**config.mk**
```make
export PLATFORM = sky130hd
export DESIGN_NAME = rhbh_merge
export DESIGN_NICKNAME = d
export VERILOG_FILES = /design/src/hdl/rhbh_pkg.sv /design/src/hdl/rhbh_merge.sv
export SDC_FILE = /design/constraint.sdc
export NUM_CORES = 1
export LEC_CHECK = 0
export BUFFER_PORTS_ARGS = -buffer_cell sky130_fd_sc_hd__buf_2
export CORE_MARGIN = 2
export CORE_UTILIZATION = 39
export DETAILED_ROUTE_END_ITERATION = 10
export PLACE_DENSITY = 0.77
export SYNTH_ARGS = -nofsm -noshare
export SYNTH_HDL_FRONTEND = slang
export SYNTH_SLANG_ARGS = --single-unit
export TNS_END_PERCENT = 100
```
**constraint.sdc**
```tcl
create_clock -name i_clk -period 0.9 [get_ports i_clk]
set_input_delay 0.27 -clock i_clk [delete_from_list [all_inputs] [get_ports i_clk]]
set_output_delay 0.27 -clock i_clk [all_outputs]
set_load 0.03 [all_outputs]
```
**src/hdl/rhbh_pkg.sv**
```systemverilog
// Shared types and constants for the RGB histogram block.
package rhbh_pkg;

    // Fixed field widths of the request and result transactions
    localparam int REQ_W   = 2;
    localparam int VALUE_W = 8;
    localparam int COUNT_W = 24;
    localparam int BAR_W   = 8;
    localparam int RGB_CH  = 3;

    // Request codes; the fourth code is a no-op
    typedef enum logic [REQ_W-1:0] {
        REQ_COUNT = 2'd0,
        REQ_READ  = 2'd1,
        REQ_CLEAR = 2'd2
    } t_req;

    // Sequencer states
    typedef enum logic [2:0] {
        S_CLEAR,
        S_IDLE,
        S_CNT_WR,
        S_RD_MUL,
        S_RD_INIT,
        S_RD_DIV,
        S_RD_OUT
    } t_state;

    // Operations the sequencer drives into every lane at once
    typedef struct packed {
        logic rd;    // latch address, read bin memory
        logic inc;   // write back saturated count, update peak
        logic clr;   // write zero at address, clear peak
        logic mul;   // scale count by bar height
        logic init;  // load divider
        logic step;  // one restoring division step
    } t_lane_cmd;

endpackage

```
**src/hdl/rhbh_merge.sv**
```systemverilog
// Result stage: combines lane results into one output transaction register.
module rhbh_merge #(
    parameter int NL         = 3,
    parameter int COUNT_BITS = 24,
    parameter int BAR_BITS   = 9
) (
    input  logic                             i_clk,
    input  logic                             i_rst_n,
    input  logic                             i_load,
    input  logic [rhbh_pkg::VALUE_W-1:0]     i_bin,
    input  logic                             i_bin_hit,
    input  logic [COUNT_BITS-1:0]            i_counts [NL],
    input  logic [BAR_BITS-1:0]              i_bars [NL],
    output logic                             o_free,
    output logic                             o_valid,
    input  logic                             i_ready,
    output logic [rhbh_pkg::VALUE_W-1:0]     o_bin_index,
    output logic [rhbh_pkg::COUNT_W-1:0]     o_red_count,
    output logic [rhbh_pkg::COUNT_W-1:0]     o_green_count,
    output logic [rhbh_pkg::COUNT_W-1:0]     o_blue_count,
    output logic [rhbh_pkg::BAR_W-1:0]       o_red_bar,
    output logic [rhbh_pkg::BAR_W-1:0]       o_green_bar,
    output logic [rhbh_pkg::BAR_W-1:0]       o_blue_bar
);
    import rhbh_pkg::*;

    logic [COUNT_W-1:0] w_cnt [RGB_CH];
    logic [BAR_W-1:0]   w_bar [RGB_CH];
    logic               r_valid;
    logic [VALUE_W-1:0] r_bin;
    logic [COUNT_W-1:0] r_cnt [RGB_CH];
    logic [BAR_W-1:0]   r_bar [RGB_CH];

    // Absent lanes and out-of-range bins report zero
    for (genvar g = 0; g < RGB_CH; g++) begin : g_ch
        if (g < NL) begin : g_live
            assign w_cnt[g] = i_bin_hit ? COUNT_W'(i_counts[g]) : '0;
            assign w_bar[g] = i_bin_hit ? BAR_W'(i_bars[g]) : '0;
        end else begin : g_absent
            assign w_cnt[g] = '0;
            assign w_bar[g] = '0;
        end
    end

    assign o_free = !r_valid || i_ready;

    // Hold the result until the transaction completes
    always_ff @(posedge i_clk) begin
        if (!i_rst_n) begin
            r_valid <= 1'b0;
        end else if (i_load) begin
            r_valid <= 1'b1;
        end else if (i_ready) begin
            r_valid <= 1'b0;
        end
    end

    always_ff @(posedge i_clk) begin
        if (i_load) begin
            r_bin <= i_bin;
            r_cnt <= w_cnt;
            r_bar <= w_bar;
        end
    end

    assign o_valid       = r_valid;
    assign o_bin_index   = r_bin;
    assign o_red_count   = r_cnt[0];
    assign o_green_count = r_cnt[1];
    assign o_blue_count  = r_cnt[2];
    assign o_red_bar     = r_bar[0];
    assign o_green_bar   = r_bar[1];
    assign o_blue_bar    = r_bar[2];

endmodule

```
* Yosys cells after proc, flatten, opt, wreduce, memory -nomap -nowiden
Index checks and enable logic that the tools add are counted.
Word-level totals: bits in registers 105, logic and storage cells 13, input port bits 112
Cells by class: reduce and logical (&&, ||, !) cells 3, muxes and demuxes 2
Operators by type and width (number):
- 2-to-1 mux 1 bit | 2
- nonzero test 2 bit | 1
- zero test 1 bit | 1
- logical OR 1 bit | 1

* Depth between registers and ports, before layout
Gate-level depths: netlist (run 1).
word-level depth 2, gate-level depth with buffers 3

* Least setup slack after synthesis (run 1)
Ideal clock, no wire load.
kind register to register, start register, netlist name o_valid, end register r_valid (netlist: o_valid), slack -144 ps, arrival time 966 ps, clock period less this slack 1044 ps, cell stages (with the launch flop) 3, library setup time 78 ps, data required time 822 ps, path through dfxtp_1 nand2b_1 a21boi_0
RTL lines:
- end signal, assigned | line rhbh_merge.sv:50 | r_valid <= 1'b0;
- end signal, assigned | line rhbh_merge.sv:52 | r_valid <= 1'b1;
- end signal, assigned | line rhbh_merge.sv:54 | r_valid <= 1'b0;
- end, declared | line rhbh_merge.sv:29 | logic r_valid;

* Final worst setup path (run 1)
start register r_bin[0] (netlist: o_bin_index[0]), end output port o_bin_index[0] in the netlist's numbering
RTL lines:
- start, declared | line rhbh_merge.sv:30 | logic [VALUE_W-1:0] r_bin;
- start signal, assigned | line rhbh_merge.sv:60 | r_bin <= i_bin;
- end, declared | line rhbh_merge.sv:17 | output logic [rhbh_pkg::VALUE_W-1:0] o_bin_index,
No word-level cell between the ends.

==> results of run 1 <==
## placed cells by master, fill, tap and decap left out
cell type and instances:
clkbuf_1 1, nand2b_4 1, inv_6 1, buf_12 4, and2_1 96, clkinvlp_4 3
edfxtp_1 104, inv_1 1, clkbuf_8 9, buf_2 107, a21boi_0 1, dfxtp_2 1
buf_6 106, buf_4 3
## logic make-up after synthesis
| logic type | synth area share, % |
|---|---|
| compound gates | 0.195 |
| buf+inv | 2.21 |
| flops | 81.8 |
| simple gates | 15.8 |
## layout make-up
class | count | share of cell area [%]
inverter | 1 | 0.0633
timing repair buffer | 220 | 30.9
multi-input combinational | 98 | 10.5
sequential | 105 | 53.1
clock inverter | 4 | 0.528
clock buffer | 10 | 2.15
tap | 133 | 2.81
## layer usage
metal	up-vias	GRT usage, %	routed length [microns]
met5	-	0	0
met4	0	6.58	176
met3	14	5.78	897
met2	135	28.3	4610
met1	1157	15.5	2890
li1	1182	-	-
## final timing paths
check                                               from                        to  slack [ns]  cells after the start
worst max-delay path            o_bin_index[0]$_DFFE_PP_            o_bin_index[0]       -0.31                      1
worst max register to register      o_valid$_SDFFE_PN0P_      o_valid$_SDFFE_PN0P_        0.24                      2
worst min register to register      o_valid$_SDFFE_PN0P_      o_valid$_SDFFE_PN0P_        0.52                      2
worst min-delay path                            i_bin[6]  o_bin_index[6]$_DFFE_PP_        0.09                      1
## stage by stage
step	cell area [sq um]	hold WS (ns)	instances	util, %	power (W)
after floorplan	3850	0.369	214	-	0.00701
after global placement	5100	0.448	557	52.7	0.00769
after detailed placement	5100	0.449	557	52.7	0.00774
after CTS	5920	0.0697	571	61.1	0.0107
after global routing	5930	0.0655	571	61.2	0.0111
final	5930	0.0942	571	61.2	0.0107
## worst reg2reg max path, delay by kind of cell (launching register included)
kind,cells,cell delay (ns)
and+or+nand+nor,1,0.06
AOI/OAI and AO/OA,1,0.16
DFF,1,0.37
## where the power goes
part	internal (W)	switching [W]	leakage [nW]	total, W
Combinational	0.000990	0.00117	1.39	0.00216
Clock	0.000989	0.00152	0.0709	0.00251
Sequential	0.00581	0.000184	1.01	0.00599
## state kept, by name (all words and copies together) (netlist names)
| register | count |
|---|---|
| o_red_bar | 8 |
| o_blue_bar | 8 |
| o_red_count | 24 |
| o_bin_index | 8 |
| o_valid | 1 |
| o_green_count | 24 |
| o_blue_count | 24 |
| o_green_bar | 8 |
## cells in the mapped netlist (all sizes together)
library cell,number
a21boi,1
and2,96
buf,10
dfxtp,1
edfxtp,104
inv,1
nand2b,1
==> run metrics, run 1 <==
critical-path cell list buf_6; via/cell ratio 4.36; fmax 824 MHz; Setup Buffers After CTS 0; CTS tree done; Crit-path slowest cell edfxtp_1; WL/cell 15.0 microns; Die Y ~100 microns; Total Die Area 10700 sq um; synthesized area per cell 18.0 sq um; Chip Width 103 microns; CP max FO 1; top cell type's share of synthesized area about four fifths; gr ovfl total 0; synthesized area approximately 3800 sq um; Slew @ Worst Pin ~0.25 ns; Clock Latency Late Sink about 0.34 ns; RSZ-0062 raised after global routing true; vias post-DR 2488; Synth area leaders edfxtp_1, and2_1, buf_6; fillcell total 727; # clock sinks roughly 110; drt drc 0; vias in the first global route 2595; crit start category register; starting density of the core 39.7%; Final period util 135%; Critical Path RT around 0.63 ns; hold-fix buffer count after cts 0; Slew Limit Headroom between 80% and 90%; final worst slack -0.314 ns; Max Slew Vio Count 0; Hold Path Class in -> reg; depth of the CTS H-tree 3; routability cong. 0.670; post-route ant nets 0; initial DRC count 27; Post-CTS Resized 212; Rows 36; largest net degree at the start of global routing 54; Yosys reg bits 105; Worst Skew 0 ns; core footprint 9680 sq um; Worst Setup Path Type reg -> out; Post-layout nets 547; clock slew at reported path FFs about 0.1 ns; initial antenna violation count 0; fin crit period 1.21 ns; cell count after synthesis roughly 210; power per cell area 1800 nW/um^2; number of max-cap violations 0; status complete, but fails checks; Lkg Pwr 2.47 nW; Antenna Cells 0; sequential area share after synthesis 81.8%; clock tree root buffer cell clkbuf_8; # port buffers 214; hpwl dp 6.01 mm; share of cells above drive strength 1 53.7%; Ports ~220; Routed WL 8.57 mm; Worst setup EP type primary output; CTS buffer count 9; synth warn 0; peak supply drop 930 uV; unique cell type count in the Yosys netlist 8; Hold Fails Final Rpt 0; Area Overhead vs Synth 54.2%; Sequential Area 3140 sq um; failing checks negative setup slack; global-route wire length before repair 12.3 mm; combined area of the multi-input logic cells 622 sq um; critical path arrival 0.94 ns; CTS Buffer Depth 2; Net Count, Synth 326; setup TNS -27.94 ns; pre-CTS setup slack -0.128 ns; 1st-pass router iterations 4; CP Buf/Inv Count 1; Worst path max stage delay approximately 0.43 ns; # setup viols final 106; global-route usage over all layers 15.4%; cell family with most CP delay flip-flops; post-synth top area cell edfxtp_1
(Power assumes the default switching activity.)
==> run 2, diff against run 1 <==
--- a/config.mk
+++ b/config.mk
@@ -7,9 +7,9 @@
 export LEC_CHECK = 0
 export BUFFER_PORTS_ARGS = -buffer_cell sky130_fd_sc_hd__buf_2
 export CORE_MARGIN = 2
-export CORE_UTILIZATION = 39
+export CORE_UTILIZATION = 44
 export DETAILED_ROUTE_END_ITERATION = 10
-export PLACE_DENSITY = 0.77
+export PLACE_DENSITY = 0.82
 export SYNTH_ARGS = -nofsm -noshare
 export SYNTH_HDL_FRONTEND = slang
 export SYNTH_SLANG_ARGS = --single-unit
==> constraint.sdc (replaced) <==
create_clock -name i_clk -period 1.27 [get_ports i_clk]
set_input_delay 0.381 -clock i_clk [delete_from_list [all_inputs] [get_ports i_clk]]
set_output_delay 0.381 -clock i_clk [all_outputs]
set_load 0.03 [all_outputs]
==> run 2 against run 1 <==
Effect of this change:
- the run still ends with negative setup slack left
- sequential power shrank 29%
- non-clock buffer count decreased by 3
- combinational power shrank 30%
- wire length shrank 1.9%
- clock-buffer cell count increased by 2
- final cell count fell by 4.6%
- critical endpoint is now o_red_count[4]
- highest routed layer unchanged
==> run metrics, run 2 (synthesis gave the netlist of run 1 again) <==
Antenna Cells 0; Max Slew Vio Count 0; largest net degree at the start of global routing a little under 100; number of max-cap violations 0; Worst Skew 0 ns; CTS tree done; hold-fix buffer count after cts 0; power per cell area 1320 nW/um^2; Critical Path RT 0.89 ns; critical-path cell list buf_6; initial antenna violation count 0; Worst path max stage delay approximately 0.42 ns; final instance area 5890 sq um; Hold Path Class in -> reg; Power Internal 0.00572 W; Slew @ Worst Pin 0.312 ns; Chip Width 97.5 microns; crit start category register; # clock sinks 105; Die Y 97.5 microns; critical path arrival about 0.93 ns; vias in the first global route 2614; peak supply drop 771 uV; CP Buf/Inv Count 1; Worst Setup Path Type reg -> out; Sw Share 26.2%; final worst slack -0.0437 ns; Ports 218; status complete, but fails checks; initial DRC count between 60 and 70; global-route usage over all layers a little under a fifth; 1st-pass router iterations 4; cell family with most CP delay flip-flops; drt drc 0; pre-CTS setup slack roughly 0.074 ns; starting density of the core 44.7%; depth of the CTS H-tree 3; # setup viols final 75; fin crit period 1.31 ns; Post-layout nets 544; core footprint 8590 sq um; CP max FO 1; Total Die Area 9500 sq um; RSZ-0062 raised after global routing true; Area Overhead vs Synth 53.4%; Rows 34; clock tree root buffer cell clkbuf_8; gr ovfl total 0; via/cell ratio 4.53; Switch Pwr between 0.002 and 0.0025 W; vias post-DR around 2.5k; DP Area 5030 sq um; commonest non-fill, non-tap cell in the layout buf_2; global-route wire length before repair 13.1 mm; CTS buffer count 9; Combinational Power Share around a fifth; Routed WL 8.41 mm; Crit-path slowest cell edfxtp_1; fillcell total 597; routability cong. between 0.7 and 0.8; WL/cell 15.4 microns; Final period util 103%; Lkg Pwr 2.47 nW; post-route ant nets 0; Hold Fails Final Rpt 0; failing checks negative setup slack; clock slew at reported path FFs 0.10 ns; fmax 761 MHz; share of cells above drive strength 1 53.1%; # port buffers 214; commonest non-fill, non-tap cells in the layout buf_2, buf_6, edfxtp_1, and2_1, clkbuf_8; Slew Limit Headroom 79.2%; share of power burned in registers 54.7%; Clock Latency Late Sink 0.35 ns; part of the power in the clock network 25.8%; Worst setup EP type primary output; CTS Buffer Depth 2
[run 2: changes by cell type in the layout (fill, tap and decap cells not counted), sizes merged]
cell and change:
clkinvlp -1, clkinv +1, buf -3, clkbuf +2
inv -1, bufinv +1
[run 2: worst paths after layout]
check             cells past startpoint                        to  slack [ns]                          from
setup / recovery                      1            o_red_count[4]       -0.04  o_red_count[4]$_SDFFCE_PN0P_
hold / removal                        1  o_bin_index[5]$_DFFE_PP_        0.20                      i_bin[5]
hold reg to reg                       2      o_valid$_SDFFE_PN0P_        0.56          o_valid$_SDFFE_PN0P_
setup reg to reg                      2      o_valid$_SDFFE_PN0P_        0.58          o_valid$_SDFFE_PN0P_
[run 2: per-stage QoR]
step / setup TNS (ns) / hold slack (ns) / total power, W / std cells / utilization, %
after floorplan: 0 / 0.480 / 0.00497 / 214 / -
after global placement: 0 / 0.537 / 0.00543 / 529 / 58.5
after detailed placement: 0 / 0.552 / 0.00547 / 529 / 58.5
after CTS: -3.16 / 0.178 / 0.00783 / 545 / 68.5
after global routing: -5.76 / 0.166 / 0.00805 / 545 / 68.6
final: -1.09 / 0.195 / 0.00775 / 545 / 68.6
[run 2: area by class of cell]
type	instances	area, sq um	area share (%)
multi-input combinational	98	622	10.6
sequential	105	3150	53.4
clock inverter	4	53.8	0.913
timing repair buffer	217	1800	30.5
tap	108	135	2.29
clock buffer	12	135	2.29
inverter	1	3.75	0.0637
[run 2: metal layers]
layer | vias to the layer above | global-route usage (%) | wire, microns
met5 | - | 0 | 0
met2 | 138 | 32.0 | 4470
met1 | 1145 | 19.6 | 3020
met4 | 0 | 6.20 | 122
met3 | 10 | 7.19 | 799
li1 | 1178 | - | -
[run 2: power groups by stage]
stage	sequential (W)	combinational, W	clock [W]
2_1_floorplan	0.00482	0.000146	0
3_3_place_gp	0.00424	0.00120	0
3_5_place_dp	0.00425	0.00122	0
4_1_cts	0.00425	0.00152	0.00206
6_report	0.00424	0.00152	0.00200
5_1_grt	0.00427	0.00159	0.00219
[run 2: what timing repair did]
item                                    CTS  global route
buffers inserted                          0             0
gates resized for setup                 214             1
cloned                                    0             0
endpoints found under the setup margin  106           106
==> run 3, diff against run 2 <==
--- a/config.mk
+++ b/config.mk
@@ -10,6 +10,7 @@
 export CORE_UTILIZATION = 44
 export DETAILED_ROUTE_END_ITERATION = 10
 export PLACE_DENSITY = 0.82
+export REMOVE_ABC_BUFFERS = 1
 export SYNTH_ARGS = -nofsm -noshare
 export SYNTH_HDL_FRONTEND = slang
 export SYNTH_SLANG_ARGS = --single-unit
==> run 3 against run 2 <==
Effect of this change:
- the flow still finishes with violations (negative setup slack)
- sequential share of layout area shrank 0.29 points
- register-to-register slack lost 0.24 ns
- combinational power is essentially flat
==> run metrics, run 3 (synthesis gave the netlist of run 1 again) <==
status complete, but fails checks; failing checks negative setup slack; critical-path cell list buf_6; post-route ant nets 0; CP Buf/Inv Count 1; reg2reg start o_valid$_SDFFE_PN0P_; DP Area 5060 sq um; 1st-pass router iterations 4; peak supply drop around 760 uV; Reg2Reg Setup Slack 0.34 ns; Slew @ Worst Pin 0.258 ns; Final period util 105%; Hold Fails Final Rpt 0; hpwl dp 5.77 mm; Lkg Pwr between 2 and 2.5 nW; Critical Path Sink o_blue_count[10]; power per cell area approximately 1300 nW/um^2; final instance area 5920 sq um; FF-to-FF path depth 4; Clock Latency Late Sink between 0.3 and 0.4 ns; # clock sinks 105; share of cells above drive strength 1 54.0%; final core occ 68.9%; Crit. path cell count 1; cell family with most CP delay flip-flops; routability cong. about 0.74; global-route usage over all layers 18.8%; Slew Limit Headroom about 83%; fin crit period 1.34 ns; Max Slew Vio Count 0; crit start category register; number of max-cap violations 0; global-route wire length before repair 13.6 mm; final worst slack -0.0682 ns; Chip Width approximately 97 microns; Worst R2R End o_valid$_SDFFE_PN0P_; Worst Skew 0 ns; Area Overhead vs Synth 54.1%; clock tree root buffer cell clkbuf_8; Total Die Area 9500 sq um; Worst setup EP type primary output; # setup viols final 97; CTS buffer count 9; starting density of the core 44.7%; largest net degree at the start of global routing 51; clock slew at reported path FFs roughly 0.11 ns; Critical Path RT approximately 0.89 ns; Non-Filler Instances 549; depth of the CTS H-tree 3; commonest non-fill, non-tap cells in the layout buf_2, buf_6, edfxtp_1, and2_1, clkbuf_8; Placed Instances 531; core footprint 8590 sq um; Hold Path Stages 1; commonest non-fill, non-tap cell in the layout buf_2; Hold Path Class in -> reg; CP max FO 1; # port buffers 214; initial DRC count 60; CTS Buffer Depth 2; Die Y 97.5 microns; drt drc 0; WL/cell roughly 16 microns; Worst path max stage delay 0.43 ns; Rows 34; critical path arrival between 0.9 and 1 ns; Post-layout nets about 550; fmax 747 MHz; CTS tree done; Antenna Cells 0; vias in the first global route 2640; via/cell ratio 4.61; crit path from o_blue_count[10]$_SDFFCE_PN0P_; vias post-DR 2530; RSZ-0062 raised after global routing true; Ports 218; initial antenna violation count 0; Worst Setup Path Type reg -> out; total power approximately 0.0077 W; Crit-path slowest cell edfxtp_1; Routed WL 8.77 mm; gr ovfl total 0
## run 3: cell count changes in the layout (fill, tap and decap cells not counted), sizes merged
| cell | previous run | this run |
|---|---|---|
| bufinv | 1 | 0 |
| buf | 217 | 221 |
| clkinvlp | 2 | 3 |
| clkbuf | 12 | 9 |
| clkinv | 1 | 2 |
| inv | 1 | 3 |
## run 3: metrics by stage
stage | TNS [ns] | setup slack, ns | hold slack, ns
final | -2.07 | -0.0682 | 0.190
after CTS | -4.09 | -0.0836 | 0.167
after floorplan | 0 | 0.135 | 0.480
after detailed placement | 0 | 0.0994 | 0.530
after global placement | 0 | 0.103 | 0.487
after global routing | -6.72 | -0.116 | 0.166
## run 3: layer usage
| layer | global-route usage (%) | vias to the layer above | part of all wire (%) |
|---|---|---|---|
| met5 | 0 | - | 0 |
| met4 | 8.55 | 0 | 2.8 |
| met3 | 6.04 | 22 | 7.9 |
| met2 | 33.8 | 127 | 55 |
| met1 | 19.9 | 1192 | 34 |
| li1 | - | 1189 | - |
## run 3: how the worst min path moves through the flow
stage	from	end	slack, ns
after floorplan	i_bin[0]	o_bin_index[0]$_DFFE_PP_	0.48
after global placement	o_valid$_SDFFE_PN0P_	o_valid$_SDFFE_PN0P_	0.49
after detailed placement	o_valid$_SDFFE_PN0P_	o_valid$_SDFFE_PN0P_	0.53
after global routing	i_bin[5]	o_bin_index[5]$_DFFE_PP_	0.17
final	i_bin[7]	o_bin_index[7]$_DFFE_PP_	0.19
after CTS	i_bin[5]	o_bin_index[5]$_DFFE_PP_	0.17
## run 3: what timing repair did
action / CTS / global route
buffers inserted: 1 / 1
gates resized for setup: 212 / 2
gates cloned: 0 / 0
endpoints found under the setup margin: 106 / 105
hold buffers: 0 / 0
## run 3: power by group
part / switching [W] / internal [W] / leakage [nW]
sequential: 0.000132 / 0.00411 / 1.01
clock: 0.00117 / 0.000724 / 0.0799
combinational: 0.000836 / 0.000703 / 1.39
## run 3: layout make-up
class	count	area, sq um
clock inverters	7	52.6
well taps	108	135
clock buffers	9	124
inverters	1	3.75
repair buffers	221	1840
flip-flops and latches	105	3140
fillers	593	2670
multi-input cells	98	622
